<file path="src/hw/rtl/led_bcc_pkg.sv">
// ----------------------------------------------------------------------------
// LED blink-code controller package
// Shared types, register indexes, reset values and mode codes.
// ----------------------------------------------------------------------------
`default_nettype none

package led_bcc_pkg;

  localparam int unsigned TimeW = 32;
  localparam int unsigned DurW  = 16;
  localparam int unsigned ModeW = 3;
  localparam int unsigned IdxW  = 3;
  localparam int unsigned SlotW = 3;

  // reset values of the duration registers, in milliseconds
  localparam logic [DurW-1:0] ActHoldRst  = 16'd50;
  localparam logic [DurW-1:0] StatOnRst   = 16'd100;
  localparam logic [DurW-1:0] StatOffRst  = 16'd900;
  localparam logic [DurW-1:0] ErrOnRst    = 16'd200;
  localparam logic [DurW-1:0] ErrOffRst   = 16'd200;

  // slot counter runs first..last and wraps
  localparam logic [SlotW-1:0] SlotFirst = 3'd1;
  localparam logic [SlotW-1:0] SlotLast  = 3'd4;

  typedef enum logic [IdxW-1:0] {
    CFG_ACT_HOLD = 3'd0,
    CFG_STAT_ON  = 3'd1,
    CFG_STAT_OFF = 3'd2,
    CFG_ERR_ON   = 3'd3,
    CFG_ERR_OFF  = 3'd4
  } cfg_idx_e;

  typedef enum logic [ModeW-1:0] {
    MODE_SHUTDOWN    = 3'd0,
    MODE_OPERATIONAL = 3'd1,
    MODE_ERR0        = 3'd2,
    MODE_ERR1        = 3'd3,
    MODE_ERR2        = 3'd4,
    MODE_ERR3        = 3'd5
  } mode_e;

  typedef struct packed {
    logic [DurW-1:0] act_hold;
    logic [DurW-1:0] stat_on;
    logic [DurW-1:0] stat_off;
    logic [DurW-1:0] err_on;
    logic [DurW-1:0] err_off;
  } cfg_t;

  typedef struct packed {
    logic act;
    logic stat;
    logic err;
  } led_t;

endpackage

`default_nettype wire

</file>
<file path="src/hw/rtl/led_bcc_cfg.sv">
// ----------------------------------------------------------------------------
// LED blink-code controller configuration registers
// Write-only duration registers; writes to unknown indexes are dropped.
// ----------------------------------------------------------------------------
`default_nettype none

module led_bcc_cfg (
  input  wire logic                          clk_i,
  input  wire logic                          rst_ni,
  input  wire logic                          cfg_we_i,
  input  wire logic [led_bcc_pkg::IdxW-1:0]  cfg_idx_i,
  input  wire logic [led_bcc_pkg::DurW-1:0]  cfg_wdata_i,
  output led_bcc_pkg::cfg_t                  cfg_o
);

  led_bcc_pkg::cfg_t cfg_q, cfg_d;

  always_comb begin
    cfg_d = cfg_q;
    if (cfg_we_i) begin
      unique case (cfg_idx_i)
        led_bcc_pkg::CFG_ACT_HOLD: cfg_d.act_hold = cfg_wdata_i;
        led_bcc_pkg::CFG_STAT_ON:  cfg_d.stat_on  = cfg_wdata_i;
        led_bcc_pkg::CFG_STAT_OFF: cfg_d.stat_off = cfg_wdata_i;
        led_bcc_pkg::CFG_ERR_ON:   cfg_d.err_on   = cfg_wdata_i;
        led_bcc_pkg::CFG_ERR_OFF:  cfg_d.err_off  = cfg_wdata_i;
        default: ;
      endcase
    end
  end

  always_ff @(posedge clk_i or negedge rst_ni) begin
    if (!rst_ni) begin
      cfg_q.act_hold <= led_bcc_pkg::ActHoldRst;
      cfg_q.stat_on  <= led_bcc_pkg::StatOnRst;
      cfg_q.stat_off <= led_bcc_pkg::StatOffRst;
      cfg_q.err_on   <= led_bcc_pkg::ErrOnRst;
      cfg_q.err_off  <= led_bcc_pkg::ErrOffRst;
    end else begin
      cfg_q <= cfg_d;
    end
  end

  assign cfg_o = cfg_q;

endmodule

`default_nettype wire

</file>
<file path="src/hw/rtl/led_bcc_core.sv">
// ----------------------------------------------------------------------------
// LED blink-code controller core
// Timer stamps, slot counter and LED levels, updated once per word.
// ----------------------------------------------------------------------------
`default_nettype none

module led_bcc_core (
  input  wire logic                          clk_i,
  input  wire logic                          rst_ni,
  input  wire logic                          step_i,
  input  wire logic                          op_i,
  input  wire logic [led_bcc_pkg::TimeW-1:0] now_time_i,
  input  wire logic [led_bcc_pkg::ModeW-1:0] mode_i,
  input  wire led_bcc_pkg::cfg_t             cfg_i,
  output led_bcc_pkg::led_t                  leds_o
);

  logic [led_bcc_pkg::TimeW-1:0] act_on_q, act_on_d, act_off_q, act_off_d;
  logic [led_bcc_pkg::TimeW-1:0] stat_on_q, stat_on_d, stat_off_q, stat_off_d;
  logic [led_bcc_pkg::TimeW-1:0] err_on_q, err_on_d, err_off_q, err_off_d;
  logic [led_bcc_pkg::SlotW-1:0] slot_q, slot_d, slot_inc;
  led_bcc_pkg::led_t             led_q, led_d;

  logic [led_bcc_pkg::TimeW-1:0] act_on_dt, act_off_dt, stat_on_dt, stat_off_dt;
  logic [led_bcc_pkg::TimeW-1:0] err_on_dt, err_off_dt;
  logic is_shut, is_oper, is_err, blanked;

  assign act_on_dt   = now_time_i - act_on_q;
  assign act_off_dt  = now_time_i - act_off_q;
  assign stat_on_dt  = now_time_i - stat_on_q;
  assign stat_off_dt = now_time_i - stat_off_q;
  assign err_on_dt   = now_time_i - err_on_q;
  assign err_off_dt  = now_time_i - err_off_q;

  assign is_shut = (mode_i == led_bcc_pkg::MODE_SHUTDOWN);
  assign is_oper = (mode_i == led_bcc_pkg::MODE_OPERATIONAL);
  assign is_err  = (mode_i >= led_bcc_pkg::MODE_ERR0) && (mode_i <= led_bcc_pkg::MODE_ERR3);

  // advance slot, wrap past the last slot
  always_comb begin
    slot_inc = slot_q + 3'd1;
    if (slot_inc > led_bcc_pkg::SlotLast) slot_inc = led_bcc_pkg::SlotFirst;
  end

  // error code n shows slots 1..n+1; mode code is n+2
  assign blanked = is_err && (slot_inc > (mode_i - 3'd1));

  always_comb begin
    act_on_d   = act_on_q;
    act_off_d  = act_off_q;
    stat_on_d  = stat_on_q;
    stat_off_d = stat_off_q;
    err_on_d   = err_on_q;
    err_off_d  = err_off_q;
    slot_d     = slot_q;
    led_d      = led_q;
    if (op_i) begin
      if ((act_on_q == '0) && (act_off_dt > {16'd0, cfg_i.act_hold})) begin
        led_d.act = 1'b1;
        act_on_d  = now_time_i;
      end
    end else begin
      if ((act_on_q != '0) && (act_on_dt > {16'd0, cfg_i.act_hold})) begin
        led_d.act = 1'b0;
        act_on_d  = '0;
        act_off_d = now_time_i;
      end
      // both tests read the registered on stamp, so the turn-on only follows an idle LED
      if ((stat_on_q != '0) && (stat_on_dt > {16'd0, cfg_i.stat_on})) begin
        led_d.stat = 1'b0;
        stat_on_d  = '0;
        stat_off_d = now_time_i;
      end
      if ((stat_on_q == '0) && (stat_off_dt > {16'd0, cfg_i.stat_off})) begin
        led_d.stat = 1'b1;
        stat_on_d  = now_time_i;
      end
      if (is_shut) begin
        led_d.err = 1'b1;
        err_on_d  = now_time_i;
        slot_d    = '0;
      end else if (is_oper) begin
        led_d.err = 1'b0;
        err_on_d  = '0;
        err_off_d = now_time_i;
        slot_d    = '0;
      end else begin
        if ((err_on_q != '0) && (err_on_dt > {16'd0, cfg_i.err_on})) begin
          led_d.err = 1'b0;
          err_on_d  = '0;
          err_off_d = now_time_i;
        end
        if ((err_on_q == '0) && (err_off_dt > {16'd0, cfg_i.err_off})) begin
          slot_d   = slot_inc;
          err_on_d = now_time_i;
          if (!blanked) led_d.err = 1'b1;
        end
      end
    end
  end

  always_ff @(posedge clk_i or negedge rst_ni) begin
    if (!rst_ni) begin
      act_on_q   <= '0;
      act_off_q  <= '0;
      stat_on_q  <= '0;
      stat_off_q <= '0;
      err_on_q   <= '0;
      err_off_q  <= '0;
      slot_q     <= '0;
      led_q      <= '0;
    end else if (step_i) begin
      act_on_q   <= act_on_d;
      act_off_q  <= act_off_d;
      stat_on_q  <= stat_on_d;
      stat_off_q <= stat_off_d;
      err_on_q   <= err_on_d;
      err_off_q  <= err_off_d;
      slot_q     <= slot_d;
      led_q      <= led_d;
    end
  end

  assign leds_o = led_d;

  a_slot_range: assert property (@(posedge clk_i) disable iff (!rst_ni)
    slot_q <= led_bcc_pkg::SlotLast)
    else $error("slot counter out of range");

  a_oper_dark: assert property (@(posedge clk_i) disable iff (!rst_ni)
    (step_i && !op_i && is_oper) |=> (!led_q.err && slot_q == '0 && err_on_q == '0))
    else $error("operational tick left error LED lit");

  a_shut_lit: assert property (@(posedge clk_i) disable iff (!rst_ni)
    (step_i && !op_i && is_shut) |=> (led_q.err && slot_q == '0))
    else $error("shutdown tick left error LED dark");

  a_event_scope: assert property (@(posedge clk_i) disable iff (!rst_ni)
    (step_i && op_i) |=> ($stable(led_q.stat) && $stable(led_q.err) && $stable(slot_q)))
    else $error("bus event touched status or error state");

  a_idle_hold: assert property (@(posedge clk_i) disable iff (!rst_ni)
    !step_i |=> ($stable(led_q) && $stable(act_on_q) && $stable(err_on_q)))
    else $error("state changed without a word");

endmodule

`default_nettype wire

</file>
<file path="src/hw/rtl/led_blink_code_controller_unit.sv">
// ----------------------------------------------------------------------------
// LED blink-code controller
// Activity, heartbeat and blink-code LEDs driven from millisecond timestamps.
// ----------------------------------------------------------------------------
// Each accepted word (a tick or a bus event with its timestamp and mode) yields
// one result word holding the three LED levels after it. The block takes one
// word per clock while the output is not stalled; a result is offered once the
// input register has fed the update of the timer stamps into the result
// register. Stalls on the output hold the result register and back up through
// the input register. The user must write the duration registers through the
// cfg port only while no word is in flight; the block does not enforce this.
`default_nettype none

module led_blink_code_controller_unit (
  input  wire logic                          clk_i,
  input  wire logic                          rst_ni,
  input  wire logic                          cfg_we_i,
  input  wire logic [led_bcc_pkg::IdxW-1:0]  cfg_idx_i,
  input  wire logic [led_bcc_pkg::DurW-1:0]  cfg_wdata_i,
  input  wire logic                          in_valid_i,
  output logic                               in_ready_o,
  input  wire logic                          op_i,
  input  wire logic [led_bcc_pkg::TimeW-1:0] now_time_i,
  input  wire logic [led_bcc_pkg::ModeW-1:0] mode_i,
  output logic                               out_valid_o,
  input  wire logic                          out_ready_i,
  output logic                               activity_led_o,
  output logic                               status_led_o,
  output logic                               error_led_o
);

  led_bcc_pkg::cfg_t cfg;
  led_bcc_pkg::led_t leds_next;

  logic                          in_vld_q, in_vld_d;
  logic                          op_q;
  logic [led_bcc_pkg::TimeW-1:0] now_q;
  logic [led_bcc_pkg::ModeW-1:0] mode_q;
  logic                          out_vld_q, out_vld_d;
  led_bcc_pkg::led_t             leds_q;
  logic                          in_acc, advance;

  assign advance    = in_vld_q && (!out_vld_q || out_ready_i);
  assign in_ready_o = !in_vld_q || advance;
  assign in_acc     = in_valid_i && in_ready_o;

  always_comb begin
    in_vld_d = in_vld_q;
    if (in_acc)       in_vld_d = 1'b1;
    else if (advance) in_vld_d = 1'b0;
    out_vld_d = out_vld_q;
    if (advance)          out_vld_d = 1'b1;
    else if (out_ready_i) out_vld_d = 1'b0;
  end

  always_ff @(posedge clk_i or negedge rst_ni) begin
    if (!rst_ni) begin
      in_vld_q  <= 1'b0;
      out_vld_q <= 1'b0;
    end else begin
      in_vld_q  <= in_vld_d;
      out_vld_q <= out_vld_d;
    end
  end

  // payload registers carry no reset
  always_ff @(posedge clk_i) begin
    if (in_acc) begin
      op_q   <= op_i;
      now_q  <= now_time_i;
      mode_q <= mode_i;
    end
    if (advance) leds_q <= leds_next;
  end

  led_bcc_cfg u_cfg (
    .clk_i       (clk_i),
    .rst_ni      (rst_ni),
    .cfg_we_i    (cfg_we_i),
    .cfg_idx_i   (cfg_idx_i),
    .cfg_wdata_i (cfg_wdata_i),
    .cfg_o       (cfg)
  );

  led_bcc_core u_core (
    .clk_i      (clk_i),
    .rst_ni     (rst_ni),
    .step_i     (advance),
    .op_i       (op_q),
    .now_time_i (now_q),
    .mode_i     (mode_q),
    .cfg_i      (cfg),
    .leds_o     (leds_next)
  );

  assign out_valid_o    = out_vld_q;
  assign activity_led_o = leds_q.act;
  assign status_led_o   = leds_q.stat;
  assign error_led_o    = leds_q.err;

endmodule

`default_nettype wire
</file>
<file path="config.mk">
export PLATFORM = sky130hd
export DESIGN_NAME = led_blink_code_controller_unit
export DESIGN_NICKNAME = d
export VERILOG_FILES = /design/src/hw/rtl/led_bcc_pkg.sv /design/src/hw/rtl/led_bcc_cfg.sv /design/src/hw/rtl/led_bcc_core.sv /design/src/hw/rtl/led_blink_code_controller_unit.sv
export SDC_FILE = /design/constraint.sdc
export NUM_CORES = 1
export LEC_CHECK = 0
export BUFFER_PORTS_ARGS = -buffer_cell sky130_fd_sc_hd__clkbuf_2
export CAP_MARGIN = 10
export CORE_ASPECT_RATIO = 1.25
export CORE_MARGIN = 5
export CORE_UTILIZATION = 32
export DETAILED_ROUTE_END_ITERATION = 10
export PLACE_DENSITY_LB_ADDON = 0.2
export SLEW_MARGIN = 20
export SYNTH_ARGS = -nofsm -noshare
export SYNTH_HDL_FRONTEND = slang
export SYNTH_SLANG_ARGS = --single-unit
</file>
<file path="constraint.sdc">
create_clock -name clk_i -period 14.8 [get_ports clk_i]
set_clock_uncertainty 0.15 [all_clocks]
set_input_delay 4.44 -clock clk_i [delete_from_list [all_inputs] [get_ports clk_i]]
set_output_delay 4.44 -clock clk_i [all_outputs]
set_load 0.01 [all_outputs]
</file>
==> flow_summary_export.csv, run 1 <==
group,metric,value,unit
clocking,ctsHoldBuffers,0,
synth,synth_largest_area_cell,"dfrtp_1",
synth,netlist_top_cells_area,"dfrtp_1 (24%), ha_1 (13%), inv_1 (5.1%), a21oi_1 (4.5%), edfxtp_1 (4.3%)",
route,ant_nets,0,
power_and_ir_drop,power,6.33,mW
synth,yosysUniqueCellTypes,93,
synth,syn_area,27200,µm²
worst_setup_path,end_kind,"output port",
worst_setup_path,crit_fanout,3,
sta,period_share,63.9,%
grt,grt_pass1_vias,24000,
worst_setup_path,cp-start-kind,"primary input",
route,met1_length,37.2,mm
power_and_ir_drop,power_density,212,nW/µm²
synth,synth_top_area_share,24.3,%
worst_hold_path,hold_class,"flip-flop to flip-flop",
worst_setup_path,arrival,4.86,ns
sta,hold_violations,0,
worst_hold_path,hold_start,"in_vld_q",
worst_setup_path,worst-r2r-cell-count,20,
clocking,post_cts_buffers,0,
route,routed-wl-met3,2.30,mm
worst_hold_path,min_to,"out_valid_o",
clocking,clkSlewWorstSetupHoldPaths,0.06,ns
grt,grt_max_degree,115,
route,dr.pass1.iters,5,
worst_setup_path,cp_data_required_time,10.21,ns
floorplanning,die_h,336,µm
clocking,numClockSinks,319,
placement,dp_worst_setup_slack,5.35,ns
synth,synth_warnings,0,
sta,post-route-min-period,9.45,ns
route,wl_met2,46.8,mm
clocking,ctsRootBufferMaster,"clkbuf_16",
clocking,clock_path_buffers,3,
synth,synthArstFlopShare,87.8,%
layout,final_nets,3586,
floorplanning,die_x,271,µm
layout,drive_gt1_share,8.71,%
sta,setup-tns-final,0,ns
clocking,cts_tree,"built",
layout,syn_to_final_growth,9.97,%
placement,place_inst,4276,
placement,dpl.hpwl,72.0,mm
floorplanning,ioPinCount,65,
clocking,cts_resized,0,
grt,grt_pass1_wl,139,mm
route,drtIter0Drc,1364,
synth,yosysMostFrequentCell,"inv_1",
clocking,h-tree-depth,2,
route,drc,0,
synth,syn_inst,3226,
clocking,cts_buffers,39,
job,maxCapViolCount,0,
sta,slew_headroom,25.2,%
synth,synth-main-ff-cell,"dfrtp_1",
placement,port_buffers,64,
grt,grt_usage,19.3,%
route,via_count,24100,
route,drt-total-wl,91.3,mm
route,maxUsedRoutingLayer,"met4",
power_and_ir_drop,vdd_drop_max,0.0000874,V
synth,syn_area_per_cell,8.43,µm²
grt,gr-total-overflow,0,
grt,antenna_found_initial,0,
route,wl_per_cell,21.0,µm
synth,synth_nets,3583,
sta,setup_viol,0,
power_and_ir_drop,p_leak,12.8,nW
worst_setup_path,r2r_end,"u_core.act_off_q[0]",
floorplanning,start_util,32.3,%
sta,rsz0062_at_grt,"false",
sta,worst_pin_slew,1.12,ns
worst_hold_path,hold_depth,1,
synth,synth_edf_count,39,
layout,diodes,0,
route,routed_via_density,5.53,
sta,report.final.slew_viol_count,0,
clocking,clk_latency,0.58,ns
worst_setup_path,r2r_setup_slack,7.92,ns
worst_setup_path,r2r_start,"now_q[0]",
layout,fill_cells,8853,
layout,final_cell_count_no_fill,4349,
floorplanning,row_count,119,
sta,timing.fmax,0.106,GHz
synth,ys_seq_area_share,30.1,%
run_status,status,"finished, final reports clean",
floorplanning,coreArea,84300,µm²
floorplanning,die_area,91000,µm²
placement,place.gp.congestion,0.913,
synth,synth_common_cells,"inv_1 (366), ha_1 (291), nand2_1 (276)",
worst_setup_path,critPathKind,"primary input to output port",
sta,layout_setup_ws,5.35,ns
synth,ys_ff_latch,319,
## cell type report
type                       count  area [µm²]  area share (%)
inverter                     366        1370            4.59
timing repair buffer          97         598            2.00
tap                         1089        1360            4.55
clock inverter                19         174           0.581
multi-input combinational   2406       17100            57.2
sequential                   319        8200            27.4
clock buffer                  53        1100            3.68
## per-stage QoR
step / util, % / hold WS (ns) / instance area [µm²]
after floorplan: - / 0.307 / 27200
after CTS: 35.5 / 0.332 / 29900
after global placement: 34.0 / 0.322 / 28600
after global routing: 35.5 / 0.361 / 29900
final: 35.5 / 0.332 / 29900
after detailed placement: 34.0 / 0.325 / 28600
## critical path, cell delays in order
cell,delay [ns]
clkbuf_2,0.08
nand3b_1,0.19
clkbuf_2,0.15
## cell usage in the layout, fill, tap and decap left out, types with 19 or more instances in the layout
| master | synthesis | routed |
|---|---|---|
| dfrtp_1 | 264 | 264 |
| nand4_1 | 64 | 64 |
| and2_1 | 22 | 21 |
| nor2b_1 | 27 | 27 |
| nand2_1 | 276 | 276 |
| clkbuf_16 | 0 | 40 |
| nor2_1 | 187 | 183 |
| nand2b_1 | 20 | 20 |
| a211oi_1 | 35 | 34 |
| nor3_1 | 30 | 29 |
| buf_4 | 0 | 32 |
| a31oi_1 | 35 | 35 |
| o2bb2ai_2 | 30 | 30 |
| o211ai_1 | 42 | 42 |
| xor2_1 | 49 | 49 |
| xnor2_1 | 67 | 67 |
| a41oi_1 | 36 | 36 |
| o21ai_0 | 204 | 204 |
| edfxtp_1 | 39 | 39 |
| mux2i_1 | 70 | 69 |
| ha_1 | 291 | 291 |
| nand3_1 | 96 | 96 |
| o21ai_1 | 35 | 35 |
| or3_1 | 24 | 24 |
| o21bai_1 | 19 | 19 |
| inv_1 | 366 | 366 |
| o22ai_1 | 37 | 37 |
| mux2_2 | 32 | 32 |
| a21o_1 | 72 | 72 |
| clkbuf_2 | 1 | 63 |
| nor4_1 | 43 | 43 |
| o31ai_1 | 44 | 44 |
| o21a_1 | 38 | 38 |
| a21oi_1 | 245 | 245 |
## routing by layer
layer,GRT usage [%],up-vias
met1,22.0,11700
met2,36.0,428
li1,-,11800
met5,0,-
met3,1.72,186
met4,9.64,0
## flip-flops by register name, indices dropped and copies added (netlist names), 3 cells and up
signal             cells
u_core.act_on_q       32
now_q                 32
u_core.led_q           3
mode_q                 3
u_core.err_on_q       32
u_core.slot_q          3
u_core.err_off_q      32
u_core.act_off_q      32
u_core.stat_off_q     32
u_cfg.cfg_o           80
u_core.stat_on_q      32
## power by group
part           internal (mW)  switching, mW  leakage (nW)  total (mW)
combinational           1.52           2.50          8.34        4.02
sequential              1.17          0.163          3.88        1.33
clock                  0.560          0.421         0.623       0.981
## worst max path at each step
stage	end	slack, ns	startpoint	depth (start not counted)
6_report	in_ready_o	5.35	out_ready_i	3
5_1_grt	in_ready_o	5.31	out_ready_i	3
4_1_cts	in_ready_o	5.35	out_ready_i	3
3_5_place_dp	in_ready_o	5.35	out_ready_i	3
3_3_place_gp	in_ready_o	5.36	out_ready_i	3
2_1_floorplan	in_ready_o	5.56	out_ready_i	1
## kinds of logic (layout without fill, tap and decap cells)
family / Yosys count / count (layout) / synth area share [%]
compound gates: 1022 / 1022 / 25.4
flops: 319 / 319 / 30.1
buf+inv: 501 / 535 / 7.28
mux: 105 / 105 / 4.02
fa+ha+maj: 297 / 297 / 13.8
simple gates: 866 / 866 / 15.6
xor+xnor: 116 / 116 / 3.73
No activity file was read; power rests on OpenSTA's default activity.
==> run 2, diff against run 1 <==
clock period = 7.9 ns   (was 14.8 ns; I/O delays follow)
==> flow_summary_export.csv, run 2 (synthesis results as in run 1) <==
group,metric,value,unit
power_and_ir_drop,p_switching,5.79,mW
floorplanning,ioPinCount,65,
sta,post-route-min-period,6.37,ns
placement,place.gp.congestion,0.919,
route,routed_via_density,5.56,
clocking,clk_latency,0.57,ns
route,wl_per_cell,22.4,µm
clocking,h-tree-depth,2,
sta,slew_headroom,27.4,%
power_and_ir_drop,intPower,6.14,mW
worst_setup_path,end_kind,"flip-flop",
floorplanning,coreArea,84300,µm²
sta,hold_violations,0,
layout,final_cell_mix,"inv_1 (366), ha_1 (291), nand2_1 (276)",
layout,fin_util,35.6,%
layout,final_nets,3592,
grt,grt_usage,20.7,%
route,drt-total-wl,97.4,mm
worst_setup_path,worst-r2r-cell-count,20,
grt,grt_max_degree,106,
floorplanning,die_h,336,µm
power_and_ir_drop,combPwrFrac,63.6,%
clocking,cts_resized,0,
route,dr.pass1.iters,7,
grt,grt_pass1_wl,147,mm
grt,use_met1,23.7,%
worst_setup_path,crit_fanout,32,
grt,grt.busiest_layer,"met2",
clocking,clock_path_buffers,3,
worst_setup_path,critPathLaunch,"now_q[0]",
power_and_ir_drop,vdd_drop_max,0.000153,V
clocking,post_cts_buffers,0,
grt,gr-total-overflow,0,
grt,use_met2,39.4,%
sta,setup-tns-final,0,ns
worst_setup_path,r2r_setup_slack,1.53,ns
worst_hold_path,hold_start,"in_vld_q",
sta,report.final.slew_viol_count,0,
sta,setup_viol,0,
worst_setup_path,r2r_end,"u_core.err_on_q[0]",
worst_setup_path,r2r_start,"now_q[0]",
worst_hold_path,hold_class,"flip-flop to flip-flop",
sta,period_share,80.6,%
placement,dpl.hpwl,75.9,mm
layout,largest_register_ffs,80,
layout,drive_gt1_share,8.97,%
floorplanning,start_util,32.3,%
route,ant_nets,0,
worst_setup_path,critPathKind,"flip-flop to flip-flop",
layout,stdcell_area,30000,µm²
power_and_ir_drop,power_density,397,nW/µm²
job,maxCapViolCount,0,
sta,layout_setup_ws,1.53,ns
placement,place_area,28700,µm²
floorplanning,die_area,91000,µm²
floorplanning,row_count,119,
layout,final_common_cell,"inv_1",
grt,antenna_found_initial,2,
sta,worst_pin_slew,1.09,ns
route,drtIter0Drc,1496,
clocking,clkSlewWorstSetupHoldPaths,0.06,ns
clocking,cts_buffers,38,
worst_setup_path,cp_data_required_time,8.24,ns
route,via_count,24200,
clocking,cts_tree,"built",
floorplanning,die_x,271,µm
worst_setup_path,cp-start-kind,"flip-flop",
power_and_ir_drop,power_frac_clock,15.5,%
clocking,ctsHoldBuffers,0,
layout,fill_cells,8875,
layout,diodes,0,
clocking,numClockSinks,319,
worst_setup_path,arrival,6.71,ns
worst_setup_path,critical_path.endpoint,"u_core.err_on_q[0]",
grt,gr-usage-met3,1.86,%
clocking,ctsRootBufferMaster,"clkbuf_16",
placement,port_buffers,64,
power_and_ir_drop,p_leak,12.9,nW
power_and_ir_drop,p_seq_share,20.9,%
run_status,status,"finished, final reports clean",
worst_hold_path,hold_depth,1,
sta,timing.fmax,0.157,GHz
grt,grt_pass1_vias,24300,
layout,syn_to_final_growth,10.3,%
sta,rsz0062_at_grt,"false",
placement,dp_worst_setup_slack,1.41,ns
power_and_ir_drop,p_sw_share,48.5,%
route,drc,0,
## run 2: area by class of cell
type	instances	area (µm²)	share of cell area, %
Clock inverter	19	163	0.542
Inverter	366	1370	4.58
Multi-Input combinational cell	2406	17100	57.0
Timing Repair Buffer	104	683	2.28
Clock buffer	51	1120	3.75
Sequential cell	319	8200	27.3
Tap cell	1089	1360	4.54
## run 2: metal layers
| metal | share of wire (%) | wire, µm |
|---|---|---|
| met5 | 0 | 0 |
| met4 | 4.7 | 4610 |
| met3 | 2.8 | 2760 |
| met2 | 52 | 50600 |
| met1 | 40 | 39400 |
## run 2: power groups by stage
stage / Combinational [mW] / Sequential, mW / Clock (mW)
4_1_cts: 7.55 / 2.49 / 1.91
3_3_place_gp: 7.52 / 2.51 / 0
3_5_place_dp: 7.51 / 2.52 / 0
5_1_grt: 8.41 / 2.54 / 1.96
6_report: 7.58 / 2.49 / 1.85
2_1_floorplan: 5.50 / 2.41 / 0
## run 2: critical path, stage by stage, from the launching register on
cell and delay, ns:
edfxtp_1 0.45, inv_1 0.32, ha_1 0.22, inv_1 0.05
fa_1 0.41, a211oi_1 0.39, o21ai_1 0.18, nor4b_2 0.25
or2_2 0.34, xor2_1 0.18, ha_1 0.31, nand4_1 0.14
nor4_1 0.38, a32oi_1 0.18, a311oi_1 0.27, nand4_1 0.22
nor4_2 0.62, a31o_2 0.36, a21boi_4 0.19, buf_4 0.46
o2bb2ai_1 0.17
## run 2: worst min path at each step
stage,to
6_report,out_valid_o
2_1_floorplan,out_valid_o
3_3_place_gp,out_valid_o
3_5_place_dp,out_valid_o
5_1_grt,u_cfg.cfg_o[27]
4_1_cts,out_valid_o
## run 2: through the flow
| step | hold slack, ns | power [mW] | instances |
|---|---|---|---|
| after floorplan | 0.307 | 7.91 | 3226 |
| after detailed placement | 0.326 | 10.0 | 4282 |
| final | 0.339 | 11.9 | 4354 |
| after global placement | 0.319 | 10.0 | 4282 |
| after global routing | 0.365 | 12.9 | 4354 |
| after CTS | 0.345 | 11.9 | 4352 |
==> run 3, diff against run 2 <==
ABC_AREA = 1   (was unset)
clock period = 6.2 ns   (was 7.9 ns; I/O delays follow)
==> flow_summary_export.csv, run 3 <==
group,metric,value,unit
sta,layout_setup_ws,0.580,ns
sta,timing.fmax,0.178,GHz
floorplanning,coreArea,89900,µm²
synth,synth_warnings,0,
floorplanning,ioPinCount,65,
power_and_ir_drop,power,14.2,mW
clocking,cts_tree,"built",
layout,final_common_cell,"nand2_1",
clocking,clkSlewWorstSetupHoldPaths,0.06,ns
synth,syn_area_per_cell,6.64,µm²
route,drtIter0Drc,1445,
grt,use_met2,40.6,%
route,via_count,27800,
run_status,status,"finished, final reports clean",
placement,dp_worst_setup_slack,0.607,ns
layout,final_cell_mix,"nand2_1 (1356), inv_1 (757), nor2_1 (313)",
synth,synth_common_cells,"nand2_1 (1356), inv_1 (757), nor2_1 (315)",
floorplanning,die_x,279,µm
sta,slew_headroom,20.9,%
power_and_ir_drop,combPwrFrac,59.9,%
power_and_ir_drop,intPower,7.13,mW
synth,syn_inst,4353,
placement,place.gp.congestion,0.999,
power_and_ir_drop,p_seq_share,22.5,%
layout,syn_to_final_growth,10.8,%
clocking,clk_latency,0.61,ns
worst_setup_path,end_kind,"flip-flop",
clocking,cts_buffers,38,
sta,setup-tns-final,0,ns
grt,grt_pass1_wl,164,mm
floorplanning,die_h,346,µm
sta,rsz0062_at_grt,"false",
sta,post-route-min-period,5.62,ns
synth,yosysUniqueCellTypes,52,
synth,netlist_top_cells_area,"dfrtp_1 (23%), nand2_1 (18%), ha_1 (13%), inv_1 (9.8%), a21oi_1 (4.6%)",
sta,setup_viol,0,
route,dr.pass1.iters,8,
clocking,ctsRootBufferMaster,"clkbuf_16",
floorplanning,start_util,32.1,%
floorplanning,die_area,96400,µm²
worst_setup_path,arrival,6.00,ns
layout,final_nets,4779,
grt,grt_pass1_vias,27600,
clocking,h-tree-depth,2,
clocking,ctsHoldBuffers,0,
worst_hold_path,hold_depth,2,
power_and_ir_drop,p_switching,7.08,mW
grt,grt.busiest_layer,"met2",
worst_setup_path,cp-start-kind,"flip-flop",
route,drt-total-wl,109,mm
layout,drive_gt1_share,7.12,%
grt,grt_max_degree,92,
worst_hold_path,hold_class,"flip-flop to flip-flop",
grt,grt_usage,22.0,%
worst_setup_path,crit_fanout,33,
layout,largest_register_ffs,80,
route,ant_nets,0,
synth,synth-main-ff-cell,"dfrtp_1",
clocking,clock_path_buffers,3,
layout,diodes,0,
floorplanning,row_count,123,
power_and_ir_drop,vdd_drop_max,0.000287,V
synth,synth_nets,4710,
synth,synth_edf_count,39,
synth,synth_top_area_share,22.9,%
synth,syn_area,28900,µm²
worst_setup_path,worst-r2r-cell-count,25,
sta,hold_ws,0.330,ns
grt,use_met1,24.7,%
clocking,post_cts_buffers,0,
sta,hold_violations,0,
grt,gr-total-overflow,0,
synth,yosysMostFrequentCell,"nand2_1",
grt,antenna_found_initial,5,
placement,port_buffers,64,
route,wl_per_cell,19.3,µm
synth,ys_seq_area_share,28.4,%
power_and_ir_drop,p_sw_share,49.8,%
power_and_ir_drop,power_frac_clock,17.6,%
sta,worst_pin_slew,1.19,ns
sta,period_share,90.6,%
grt,gr-usage-met3,2.28,%
worst_setup_path,critPathKind,"flip-flop to flip-flop",
placement,dpl.hpwl,87.2,mm
clocking,numClockSinks,319,
synth,synth_largest_area_cell,"dfrtp_1",
synth,synthArstFlopShare,87.8,%
worst_setup_path,cp_data_required_time,6.58,ns
synth,ys_ff_latch,319,
sta,report.final.slew_viol_count,0,
job,maxCapViolCount,0,
route,drc,0,
power_and_ir_drop,power_density,444,nW/µm²
power_and_ir_drop,p_leak,16.8,nW
route,routed_via_density,4.92,
clocking,cts_resized,0,
## run 3: cell count changes after synthesis, sizes merged, moves of 43 or more
cell,change
nand2,+1111
inv,+394
nand3,+157
nor2,+138
o21ai,+79
mux2i,-70
clkbuf,-68
a21o,-56
xnor2,-51
o31ai,-43
## run 3: kinds of logic after synthesis
kind of cell,synth area share (%)
simple gates,31.7
buf+inv,11.6
compound gates,12.2
flops,28.4
fa+ha+maj,13.0
xor+xnor,3.15
## run 3: area by class of cell
cell class	instances	area (µm²)
clock buffer	51	1080
timing repair buffer	106	736
multi-input combinational	3195	17400
sequential	319	8200
clock inverter	19	300
inverter	762	2860
fill	9994	57800
tap	1187	1490
## run 3: per-stage QoR
step,std cells,cell area [µm²],util [%]
2_1_floorplan,4353,28900,-
3_3_place_gp,5567,30600,34.0
3_5_place_dp,5569,30600,34.1
4_1_cts,5639,32000,35.6
5_1_grt,5639,32000,35.6
6_report,5639,32000,35.6
## run 3: path summary, 6_finish.rpt
kind                                  from                  end  slack [ns]
min in group asynchronous           rst_ni  u_core.act_on_q[30]        1.16
hold / removal             u_core.led_q[1]      u_core.led_q[1]        0.33
hold reg to reg            u_core.led_q[1]      u_core.led_q[1]        0.33
max in group asynchronous           rst_ni      u_cfg.cfg_o[19]        3.72
setup reg to reg                  now_q[0]   u_core.act_on_q[6]        0.58
setup / recovery                  now_q[0]   u_core.act_on_q[6]        0.58
## run 3: worst max-delay path, stage by stage, from the launching register on
cell,delay (ns)
edfxtp_1,0.42
inv_1,0.58
ha_1,0.33
inv_1,0.12
fa_1,0.44
nand3_1,0.10
nand2_1,0.10
a21oi_1,0.25
o21ai_1,0.20
xor2_1,0.19
ha_1,0.29
nand2_1,0.04
inv_1,0.06
nand3_1,0.09
nor3_1,0.23
a21boi_0,0.29
o21ai_0,0.17
nand2_1,0.10
nor2_1,0.04
nand4_1,0.09
nor2_1,0.06
nand2_2,0.11
nand3_4,0.36
nand2_4,0.54
nand2_1,0.10
nand2_1,0.08
## run 3: power groups by stage
stage               clock [mW]  sequential, mW  combinational (mW)
floorplan                    0            3.01                6.27
CTS                       2.56            3.19                8.55
finish                    2.50            3.20                8.51
global route              2.63            3.25                9.72
detailed placement           0            3.22                8.51
global placement             0            3.23                8.46
## run 3: routing by layer
| metal | vias to the layer above | part of all wire (%) |
|---|---|---|
| met5 | - | 0 |
| met4 | 0 | 6.6 |
| met3 | 243 | 3.3 |
| met2 | 601 | 51 |
| met1 | 12900 | 39 |
| li1 | 14100 | - |
